[config.mk]
export PLATFORM = sky130hd
export DESIGN_NAME = sha1_message_digest
export DESIGN_NICKNAME = d
export VERILOG_FILES = /design/src/sha1md_pkg.sv /design/src/sha1md_sched.sv /design/src/sha1md_round.sv /design/src/sha1md_ctrl.sv /design/src/sha1_message_digest.sv
export SDC_FILE = /design/constraint.sdc
export NUM_CORES = 2
export LEC_CHECK = 0
export BUFFER_PORTS_ARGS = -buffer_cell sky130_fd_sc_hd__buf_2
export CAP_MARGIN = 0
export CORE_AREA = 2 2 270 299
export CTS_CLUSTER_SIZE = 10
export DETAILED_ROUTE_END_ITERATION = 8
export DIE_AREA = 0 0 272 301
export PLACE_DENSITY_LB_ADDON = 0.05
export REMOVE_ABC_BUFFERS = 1
export SKIP_LAST_GASP = 1
export SLEW_MARGIN = 25
export SYNTH_ARGS = -nofsm -noshare
export SYNTH_HDL_FRONTEND = slang
export SYNTH_HIERARCHICAL = 1
export SYNTH_SLANG_ARGS = --single-unit
[constraint.sdc]
create_clock -name clk -period 53.6 [get_ports clk]
set_input_delay 5.36 -clock clk [delete_from_list [all_inputs] [get_ports clk]]
set_output_delay 5.36 -clock clk [all_outputs]
set_load 0.02 [all_outputs]
[src/sha1md_pkg.sv]
`timescale 1ns / 1ps
`default_nettype none

package sha1md_pkg;

  typedef logic [31:0]      word_t;
  typedef word_t [4:0]      hash_t;
  typedef word_t [15:0]     sched_t;

  // sequencer states
  typedef enum logic [2:0] {
    ST_IDLE,
    ST_PAD,
    ST_ROUND,
    ST_FOLD,
    ST_OUT
  } state_t;

  // datapath controls from the sequencer
  typedef struct packed {
    logic       put;
    logic [1:0] put_pos;
    logic [7:0] put_byte;
    logic       load_work;
    logic       round_en;
    logic       expand;
    logic       fold;
    logic       load_iv;
  } sha1md_ctl_t;

  // digest word hand-off to the output register
  typedef struct packed {
    logic       emit;
    logic [2:0] idx;
  } sha1md_emit_t;

  localparam word_t IV0 = 32'h67452301;
  localparam word_t IV1 = 32'hEFCDAB89;
  localparam word_t IV2 = 32'h98BADCFE;
  localparam word_t IV3 = 32'h10325476;
  localparam word_t IV4 = 32'hC3D2E1F0;

  localparam word_t K0 = 32'h5A827999;
  localparam word_t K1 = 32'h6ED9EBA1;
  localparam word_t K2 = 32'h8F1BBCDC;
  localparam word_t K3 = 32'hCA62C1D6;

  localparam logic [7:0] PAD_MARK    = 8'h80;
  localparam logic [5:0] LEN_POS     = 6'd56;
  localparam logic [5:0] BLOCK_LAST  = 6'd63;
  localparam logic [6:0] RND_PHASE1  = 7'd20;
  localparam logic [6:0] RND_PHASE2  = 7'd40;
  localparam logic [6:0] RND_PHASE3  = 7'd60;
  localparam logic [6:0] RND_EXPAND  = 7'd16;
  localparam logic [6:0] RND_LAST    = 7'd79;
  localparam logic [2:0] WORD_LAST   = 3'd4;
  localparam logic [2:0] LEN_BYTE_LAST = 3'd7;

  localparam hash_t IV = {IV4, IV3, IV2, IV1, IV0};

  // round function selected by round phase
  function automatic word_t round_f(logic [6:0] rnd, word_t b, word_t c, word_t d);
    word_t f;
    priority if (rnd < RND_PHASE1) begin
      f = (b & c) | (~b & d);
    end else if (rnd < RND_PHASE2 || rnd >= RND_PHASE3) begin
      f = b ^ c ^ d;
    end else begin
      f = (b & c) | (b & d) | (c & d);
    end
    return f;
  endfunction

  // round constant selected by round phase
  function automatic word_t round_k(logic [6:0] rnd);
    word_t k;
    priority if (rnd < RND_PHASE1) begin
      k = K0;
    end else if (rnd < RND_PHASE2) begin
      k = K1;
    end else if (rnd < RND_PHASE3) begin
      k = K2;
    end else begin
      k = K3;
    end
    return k;
  endfunction

endpackage

`default_nettype wire

[src/sha1md_sched.sv]
`timescale 1ns / 1ps
`default_nettype none

module sha1md_sched (
  input  wire                      clk,
  input  sha1md_pkg::sha1md_ctl_t  ctl,
  output sha1md_pkg::word_t        w
);
  import sha1md_pkg::*;

  sched_t      q_r;
  logic [23:0] acc_r;
  word_t       mix;
  word_t       packed_word;

  // expanded schedule word from the fixed taps
  assign mix         = q_r[13] ^ q_r[8] ^ q_r[2] ^ q_r[0];
  assign w           = ctl.expand ? {mix[30:0], mix[31]} : q_r[0];
  assign packed_word = {acc_r, ctl.put_byte};

  // byte packing and 16-word shift line
  always_ff @(posedge clk) begin
    if (ctl.put) begin
      acc_r <= {acc_r[15:0], ctl.put_byte};
      if (ctl.put_pos == 2'd3) begin
        q_r <= {packed_word, q_r[15:1]};
      end
    end else if (ctl.round_en) begin
      q_r <= {w, q_r[15:1]};
    end
  end

endmodule

`default_nettype wire

[src/sha1md_round.sv]
`timescale 1ns / 1ps
`default_nettype none

module sha1md_round (
  input  wire                      clk,
  input  wire                      rst_n,
  input  sha1md_pkg::sha1md_ctl_t  ctl,
  input  wire [6:0]                rnd,
  input  sha1md_pkg::word_t        w,
  output sha1md_pkg::hash_t        chain
);
  import sha1md_pkg::*;

  hash_t work_r;
  hash_t chain_r;
  word_t t;

  assign chain = chain_r;

  // shared round adder
  assign t = {work_r[0][26:0], work_r[0][31:27]}
           + round_f(rnd, work_r[1], work_r[2], work_r[3])
           + work_r[4] + round_k(rnd) + w;

  // working variables a..e
  always_ff @(posedge clk) begin
    if (ctl.load_work) begin
      work_r <= chain_r;
    end else if (ctl.round_en) begin
      work_r[4] <= work_r[3];
      work_r[3] <= work_r[2];
      work_r[2] <= {work_r[1][1:0], work_r[1][31:2]};
      work_r[1] <= work_r[0];
      work_r[0] <= t;
    end
  end

  // chaining hash
  always_ff @(posedge clk) begin
    if (!rst_n) begin
      chain_r <= IV;
    end else if (ctl.load_iv) begin
      chain_r <= IV;
    end else if (ctl.fold) begin
      for (int i = 0; i < 5; i++) begin
        chain_r[i] <= chain_r[i] + work_r[i];
      end
    end
  end

endmodule

`default_nettype wire

[src/sha1md_ctrl.sv]
`timescale 1ns / 1ps
`default_nettype none

module sha1md_ctrl (
  input  wire                       clk,
  input  wire                       rst_n,
  input  wire                       in_valid,
  output logic                      in_stall,
  input  wire [7:0]                 in_msg_byte,
  input  wire                       in_byte_present,
  input  wire                       in_last,
  input  wire                       out_load_ok,
  output sha1md_pkg::sha1md_ctl_t   ctl,
  output logic [6:0]                rnd,
  output sha1md_pkg::sha1md_emit_t  emit
);
  import sha1md_pkg::*;

  state_t      state_r, state_nxt;
  logic [5:0]  cnt_r;
  logic [63:0] len_r;
  logic [6:0]  rnd_r;
  logic        fin_r;
  logic        mark_r;
  logic        lenact_r;
  logic [2:0]  lcnt_r;
  logic        done_r;
  logic [2:0]  oidx_r;

  logic        in_xfer;
  logic        full;
  logic        len_byte;
  logic        out_done;

  assign rnd = rnd_r;

  // control outputs
  always_comb begin
    in_stall      = (state_r != ST_IDLE);
    in_xfer       = in_valid && (state_r == ST_IDLE);
    ctl           = '0;
    ctl.put_pos   = cnt_r[1:0];
    len_byte      = 1'b0;
    emit.emit     = 1'b0;
    emit.idx      = oidx_r;
    unique case (state_r)
      ST_IDLE: begin
        ctl.put      = in_xfer && in_byte_present;
        ctl.put_byte = in_msg_byte;
      end
      ST_PAD: begin
        ctl.put = 1'b1;
        if (!mark_r) begin
          ctl.put_byte = PAD_MARK;
        end else if (!lenact_r && cnt_r != LEN_POS) begin
          ctl.put_byte = 8'd0;
        end else begin
          ctl.put_byte = len_r[63:56];
          len_byte     = 1'b1;
        end
      end
      ST_ROUND: begin
        ctl.round_en = 1'b1;
        ctl.expand   = (rnd_r >= RND_EXPAND);
      end
      ST_FOLD: begin
        ctl.fold = 1'b1;
      end
      ST_OUT: begin
        emit.emit = out_load_ok;
      end
      default: begin
      end
    endcase
    full          = ctl.put && (cnt_r == BLOCK_LAST);
    ctl.load_work = full;
    out_done      = emit.emit && (oidx_r == WORD_LAST);
    ctl.load_iv   = out_done;
  end

  // next state
  always_comb begin
    state_nxt = state_r;
    unique case (state_r)
      ST_IDLE: begin
        if (in_xfer) begin
          if (full) begin
            state_nxt = ST_ROUND;
          end else if (in_last) begin
            state_nxt = ST_PAD;
          end
        end
      end
      ST_PAD: begin
        if (full) begin
          state_nxt = ST_ROUND;
        end
      end
      ST_ROUND: begin
        if (rnd_r == RND_LAST) begin
          state_nxt = ST_FOLD;
        end
      end
      ST_FOLD: begin
        priority if (fin_r && done_r) begin
          state_nxt = ST_OUT;
        end else if (fin_r) begin
          state_nxt = ST_PAD;
        end else begin
          state_nxt = ST_IDLE;
        end
      end
      ST_OUT: begin
        if (out_done) begin
          state_nxt = ST_IDLE;
        end
      end
      default: begin
        state_nxt = ST_IDLE;
      end
    endcase
  end

  // sequencer registers
  always_ff @(posedge clk) begin
    if (!rst_n) begin
      state_r  <= ST_IDLE;
      cnt_r    <= '0;
      len_r    <= '0;
      rnd_r    <= '0;
      fin_r    <= 1'b0;
      mark_r   <= 1'b0;
      lenact_r <= 1'b0;
      lcnt_r   <= '0;
      done_r   <= 1'b0;
      oidx_r   <= '0;
    end else begin
      state_r <= state_nxt;
      if (ctl.put) begin
        cnt_r <= cnt_r + 6'd1;
      end
      if (ctl.round_en) begin
        rnd_r <= (rnd_r == RND_LAST) ? 7'd0 : rnd_r + 7'd1;
      end
      if (in_xfer && in_last) begin
        fin_r <= 1'b1;
      end
      if (state_r == ST_PAD) begin
        mark_r <= 1'b1;
      end
      // length count, shifted out as the padding tail
      if (out_done) begin
        len_r <= '0;
      end else if (len_byte) begin
        len_r <= {len_r[55:0], 8'd0};
      end else if (in_xfer && in_byte_present) begin
        len_r <= len_r + 64'd8;
      end
      if (len_byte) begin
        lenact_r <= 1'b1;
        lcnt_r   <= lcnt_r + 3'd1;
        if (lcnt_r == LEN_BYTE_LAST) begin
          done_r <= 1'b1;
        end
      end
      if (emit.emit && !out_done) begin
        oidx_r <= oidx_r + 3'd1;
      end
      if (out_done) begin
        fin_r    <= 1'b0;
        mark_r   <= 1'b0;
        lenact_r <= 1'b0;
        lcnt_r   <= '0;
        done_r   <= 1'b0;
        oidx_r   <= '0;
      end
    end
  end

`ifndef SYNTHESIS
  a_rnd_idle: assert property (@(posedge clk) disable iff (!rst_n)
    state_r != ST_ROUND |-> rnd_r == 7'd0)
    else $error("round counter not zero outside rounds");

  a_out_aligned: assert property (@(posedge clk) disable iff (!rst_n)
    state_r == ST_OUT |-> cnt_r == 6'd0 && done_r && fin_r)
    else $error("digest output before padding finished");

  a_pad_open: assert property (@(posedge clk) disable iff (!rst_n)
    state_r == ST_PAD |-> !done_r && fin_r)
    else $error("padding after length written");

  a_msg_restart: assert property (@(posedge clk) disable iff (!rst_n)
    out_done |=> len_r == 64'd0 && cnt_r == 6'd0 && !fin_r)
    else $error("message state not cleared after digest");
`endif

endmodule

`default_nettype wire

[src/sha1_message_digest.sv]
`timescale 1ns / 1ps
`default_nettype none

// absorb: one byte per cycle while in_stall is low; the 64th byte of each
//   block starts 80 rounds on the shared round adder, then one fold
// final item: 9 to 72 padding bytes, one or two compressions, then
//   five digest words, one per cycle when out_stall is low
// after the last fold the sequencer enters ST_OUT, which loads the first digest word into the output register
// synchronous active-low reset loads the initial vector and clears all counts
module sha1_message_digest (
  input  wire         clk,
  input  wire         rst_n,
  input  wire         in_valid,
  output logic        in_stall,
  input  wire  [7:0]  in_msg_byte,
  input  wire         in_byte_present,
  input  wire         in_last,
  output logic        out_valid,
  input  wire         out_stall,
  output logic [31:0] out_digest_word,
  output logic [2:0]  out_word_index,
  output logic        out_last_word
);
  import sha1md_pkg::*;

  sha1md_ctl_t  ctl;
  sha1md_emit_t emit;
  logic [6:0]   rnd;
  word_t        w;
  hash_t        chain;
  word_t        sel_word;
  logic         out_load_ok;

  logic         out_valid_r;
  word_t        out_word_r;
  logic [2:0]   out_idx_r;
  logic         out_last_r;

  assign out_load_ok     = !out_valid_r || !out_stall;
  assign out_valid       = out_valid_r;
  assign out_digest_word = out_word_r;
  assign out_word_index  = out_idx_r;
  assign out_last_word   = out_last_r;

  sha1md_ctrl u_ctrl (
    .clk             (clk),
    .rst_n           (rst_n),
    .in_valid        (in_valid),
    .in_stall        (in_stall),
    .in_msg_byte     (in_msg_byte),
    .in_byte_present (in_byte_present),
    .in_last         (in_last),
    .out_load_ok     (out_load_ok),
    .ctl             (ctl),
    .rnd             (rnd),
    .emit            (emit)
  );

  sha1md_sched u_sched (
    .clk (clk),
    .ctl (ctl),
    .w   (w)
  );

  sha1md_round u_round (
    .clk   (clk),
    .rst_n (rst_n),
    .ctl   (ctl),
    .rnd   (rnd),
    .w     (w),
    .chain (chain)
  );

  // digest word select
  always_comb begin
    unique case (emit.idx)
      3'd0:    sel_word = chain[0];
      3'd1:    sel_word = chain[1];
      3'd2:    sel_word = chain[2];
      3'd3:    sel_word = chain[3];
      default: sel_word = chain[4];
    endcase
  end

  // output register
  always_ff @(posedge clk) begin
    if (!rst_n) begin
      out_valid_r <= 1'b0;
    end else if (emit.emit) begin
      out_valid_r <= 1'b1;
    end else if (!out_stall) begin
      out_valid_r <= 1'b0;
    end
  end

  always_ff @(posedge clk) begin
    if (emit.emit) begin
      out_word_r <= sel_word;
      out_idx_r  <= emit.idx;
      out_last_r <= (emit.idx == WORD_LAST);
    end
  end

endmodule

`default_nettype wire
Word-level counts from Yosys, hierarchy flattened
Index checks and enable logic that the tools add are counted.
{"block": "totals", "output_inout_bits": 38, "inputBits": 14, "reg_bits": 983, "elab_cells": 156}
{"block": "op_classes", "n_eq_ne": 20, "n_lt_le_gt_ge": 5, "addsub": 14, "n_bitwise": 14, "muxes": 36, "reduce_logical": 25}
{"op": "$mux 512", "n": 3}
{"op": "$mux 160", "n": 2}
{"op": "$add 32x32->32", "n": 9}
{"op": "$mux 32", "n": 5}
{"op": "$xor 32x32->32", "n": 5}
{"op": "$and 32x32->32", "n": 4}
{"op": "$mux 64", "n": 2}
{"op": "$pmux 32 s4", "n": 1}
{"op": "$or 32x32->32", "n": 3}
{"op": "$add 64x4->64 const B", "n": 1}
{"op": "$not 32->32", "n": 1}
{"op": "$mux 31", "n": 1}
{"op": "$mux 3", "n": 7}
{"op": "$mux 8", "n": 2}
{"op": "$pmux 8 s2", "n": 1}
{"op": "$pmux 3 s5", "n": 1}
{"op": "$lt 7x6->1 const B", "n": 2}
{"op": "$eq 3x2->1 const B", "n": 4}
{"op": "$ne 2x1->1 const B", "n": 6}
{"op": "$eq 3x3->1 const B", "n": 3}
{"op": "$logic_and 1x1->1", "n": 8}
{"op": "$mux 1", "n": 8}
{"op": "$add 7x1->7 const B", "n": 1}
{"op": "$eq 7x7->1 const B", "n": 1}
{"op": "23 further kinds", "n": 33}

Longest topological paths before layout
{"block": "logic_depth", "depth_word": 11, "mapped_depth": 25, "depth_no_buf": 23}

Cells and area by module
Netlist, hierarchy kept.
{"mod": "sha1md_round", "cells_per_inst": 2607, "area_each_um2": 24586.1, "seq_area_each_um2": 8007.7, "n_inst": 1}
{"mod": "sha1md_sched", "cells_per_inst": 784, "area_each_um2": 17740.8, "seq_area_each_um2": 16095.4, "n_inst": 1}
{"mod": "sha1md_ctrl", "cells_per_inst": 647, "area_each_um2": 5096.1, "seq_area_each_um2": 1741.7, "n_inst": 1}
{"mod": "sha1_message_digest", "cells_per_inst": 226, "area_each_um2": 2560.0, "seq_area_each_um2": 1101.1, "n_inst": 1}

Least setup slack after synthesis
OpenSTA, ideal clock, no wires.
{"block": "synth_path", "path_type": "input to register", "from": "input in_byte_present", "to": "register u_sched/q_r[0] in the netlist's numbering, enable pin", "path_slack_ps": 9533, "path_stages": 5, "required_ps": 51503, "path_buffers": 2, "setup_time_ps": 2097, "arrival_ps": 41970, "cell_sequence": "a21oi_1 nor3_1 buf_4 buf_2 o21ai_0"}
{"element": "from (decl)", "line": "sha1_message_digest.sv:16", "rtl": "input wire in_byte_present,"}
{"element": "to (signal assigned)", "line": "sha1md_sched.sv:26", "rtl": "q_r <= {packed_word, q_r[15:1]};"}
{"element": "to (signal assigned)", "line": "sha1md_sched.sv:29", "rtl": "q_r <= {w, q_r[15:1]};"}
{"element": "to (decl)", "line": "sha1md_sched.sv:11", "rtl": "sched_t q_r;"}

==> metrics.yaml <==
floorplanning:
  ios: 52
  core_area_mm2: 0.0785
  start_util_pct: 63.7
  die_h_um: 301
  num_rows: 108
  die_w_um: 272
  dieArea_mm2: 0.0819
power_and_ir_drop:
  comb_power_share_pct: 36.0
  p_switching_uw: 958
  power_density_mw_per_mm2: 49.7
  pwr-share-clk_pct: 25.5
  p_int_uw: 1750
  switching_share_pct: 35.4
  seq_power_share_pct: 38.6
  p_leak_uw: 0.0198
  irDropWorstVdd_mv: 0.0470
setup_path:
  crit_path_top_delay_cell: "buf_4"
  endpoint_kind: "flip-flop"
  arrival_ns: 8.99
  critical-path-max-stage-delay_ns: 0.82
  path_max_fanout: 186
  critPathKind: "in2reg"
  critPathRequiredTime_ns: 53.91
  cpMostUsedCell: "buf_4"
  start_kind: "input port"
  crit_chain: "buf_2 > a21oi_1 > nor3_2 > buf_4 > o21ai_4 > buf_12 > buf_4 > buf_6"
sta:
  tightest_slew_ns: 1.00
  final.period_utilization_pct: 16.2
  maxSlewViolCount: 0
  fin_crit_ns: 8.68
  fmax_mhz: 115
  fin_setup_tns_ns: 0
  grt_setup_unrepaired: "no"
  clock_skew_ns: 0.0464
  whs_ns: 0.401
  max_slew_margin_pct: 33.0
  setup_viol: 0
  hold_viol: 0
placement:
  place_hpwl_mm: 87.9
  gp_congestion: 0.988
  io_buffers: 51
route:
  route.met2.wl_mm: 58.0
  met1_length_mm: 56.0
  antenna_left: 0
  wl_mm: 130
  vias_per_cell: 6.30
  drtPass1Iterations: 8
  met3_length_mm: 10.7
  top_layer: "met5"
  vias: 34200
  drt_iter0_markers: 3714
  wl_per_cell_um: 24.0
  drc_errors: 0
clocking:
  cts_buffers: 109
  cts_resized: 0
  clock_latency_ns: 0.71
  cts_hold_buf: 0
  cts_buffer_depth: 3
  cts_htree_levels: 3
  cts_tree: "done"
  clk_pin_slew_ns: 0.06
  post-cts-setup-buffers: 0
  clock-sinks: 980
  clock-root-buffer: "clkbuf_16"
logic_synthesis:
  synth_enable_flop_cells: 732
  ys_async_sr_fraction_pct: 0
  synth_area_mm2: 0.0500
  synth_ff_type: "edfxtp_1"
  netlist-cell-type-count: 94
  syn_avg_cell_area_um2: 11.7
  seq_area_frac_synth_pct: 53.9
  ys_warn_count: 6
  syn_inst: 4264
  ys_ff_latch: 980
min_path:
  hold_path_class: "reg2reg"
status:
  status: "completed"
job:
  drv_cap: 0
finish:
  seqCellArea_mm2: 0.0269
  multi_input_area_mm2: 0.0214
  final_cell_mix: "edfxtp_1, nor2_1, nand2_1"
  drive_gt1_share_pct: 9.28
  nFillCells: 5720
  nets: 4636
  final_common_cell: "edfxtp_1"
  area_growth_pct: 8.83
global_routing:
  grt_antenna_before_repair: 1
  grt_pass1_wl_mm: 196
  gr-total-overflow: 0
  track_usage_pct: 31.7
  grt_pass1_vias: 32200
  grt_max_degree: 187
-- state kept, by name (all words and copies together) (netlist names), 3 cells and up --
name             cells
out_word_index       3
u_sched/q_r        512
u_ctrl/oidx_r        3
u_round/chain      160
u_ctrl/rnd           7
u_ctrl/lcnt_r        3
u_ctrl/state_r       3
out_digest_word     32
u_ctrl/len_r        61
u_round/work_r     160
u_ctrl/cnt_r         6
u_sched/acc_r       24
-- path summary, 6_finish.rpt --
check | slack (ns) | to | startpoint | depth (start not counted)
min | 0.40 | u_sched/q_r[222] | u_sched/q_r[254] | 0
max reg2reg | 45.89 | u_round/work_r[31] | u_ctrl/state_r[1] | 23
min reg2reg | 0.40 | u_sched/q_r[222] | u_sched/q_r[254] | 0
max | 44.92 | u_sched/q_r[56] | in_valid | 8
-- cell families (layout without fill, tap and decap cells) --
| group | Yosys count | in the layout | share of synthesized area [%] |
|---|---|---|---|
| other | 0 | 1 | 0 |
| AND/OR/NAND/NOR | 983 | 983 | 9.41 |
| XOR/XNOR | 278 | 278 | 4.87 |
| buffers and inverters | 424 | 535 | 3.45 |
| multiplexers | 223 | 223 | 4.89 |
| flip-flops | 980 | 980 | 53.9 |
| AO/OA/AOI/OAI | 1050 | 1050 | 13.4 |
| adder cells (fa/ha/maj) | 326 | 326 | 10.0 |
-- worst max-delay path: cells and delay by family --
family / cells / cell delay (ns)
AND/OR/NAND/NOR: 1 / 0.07
buffers and inverters: 5 / 2.53
AO/OA/AOI/OAI: 2 / 0.77
-- area by class of cell --
type | count | area share [%]
multi-input cells | 2860 | 39.3
diodes | 1 | 0.00460
clock buffers | 184 | 5.67
inverters | 257 | 1.78
flip-flops and latches | 980 | 49.5
clock inverters | 6 | 0.244
repair buffers | 88 | 1.03
well taps | 1045 | 2.40
-- synthesized netlist by cell type (all sizes together), types with 8 or more instances --
cell type,count,share of area (%)
nand3,78,0.82
o211ai,32,0.51
o22ai,21,0.26
dfxtp,248,9.9
xor2,128,2.2
fa,125,5.0
buf,54,0.67
mux2,109,2.5
a31oi,43,0.58
o31ai,15,0.23
nor3b,10,0.17
mux2i,108,2.2
nor2,314,2.4
nor2b,46,0.58
edfxtp,732,44
a211oi,31,0.48
nand3b,11,0.17
o21ai,279,2.8
nand2,287,2.2
and2,16,0.20
a22oi,54,0.82
or3,18,0.23
a21o,83,1.2
nor4,18,0.34
o311ai,11,0.19
o21bai,24,0.36
nand2b,30,0.38
a32oi,10,0.18
nor3,53,0.56
o21a,25,0.38
nand4,44,0.62
o22a,20,0.35
a211o,8,0.14
clkbuf,113,0.85
a221oi,27,0.50
a21oi,298,3.1
inv,257,1.9
a21boi,13,0.20
xnor2,150,2.6
ha,201,5.0
and4,10,0.18
and3,31,0.39
-- per-layer routing --
metal  GRT usage [%]  up-vias
met1            45.6    16800
met4            13.5        2
met5               0        -
met2            48.0     1416
met3            5.28      247
li1                -    15700
-- power by group through the flow --
stage	Combinational (uW)	Sequential (uW)	Clock (uW)
global route	1080	1050	731
detailed placement	951	1050	0
CTS	959	1040	700
global placement	935	1050	0
floorplan	719	1120	0
finish	972	1040	689
-- through the flow --
| step | utilization, % | setup slack [ns] | area [um^2] | std cells | power, uW |
|---|---|---|---|---|---|
| after floorplan | - | 2.53 | 49200 | 4097 | 1840 |
| after global placement | 65.2 | 44.05 | 51200 | 5230 | 1990 |
| after detailed placement | 65.2 | 43.98 | 51200 | 5230 | 2000 |
| after CTS | 69.3 | 44.76 | 54400 | 5420 | 2700 |
| after global routing | 69.3 | 44.68 | 54400 | 5420 | 2860 |
| final | 69.3 | 44.92 | 54400 | 5421 | 2700 |
Power figures use the tool's default switching activity.
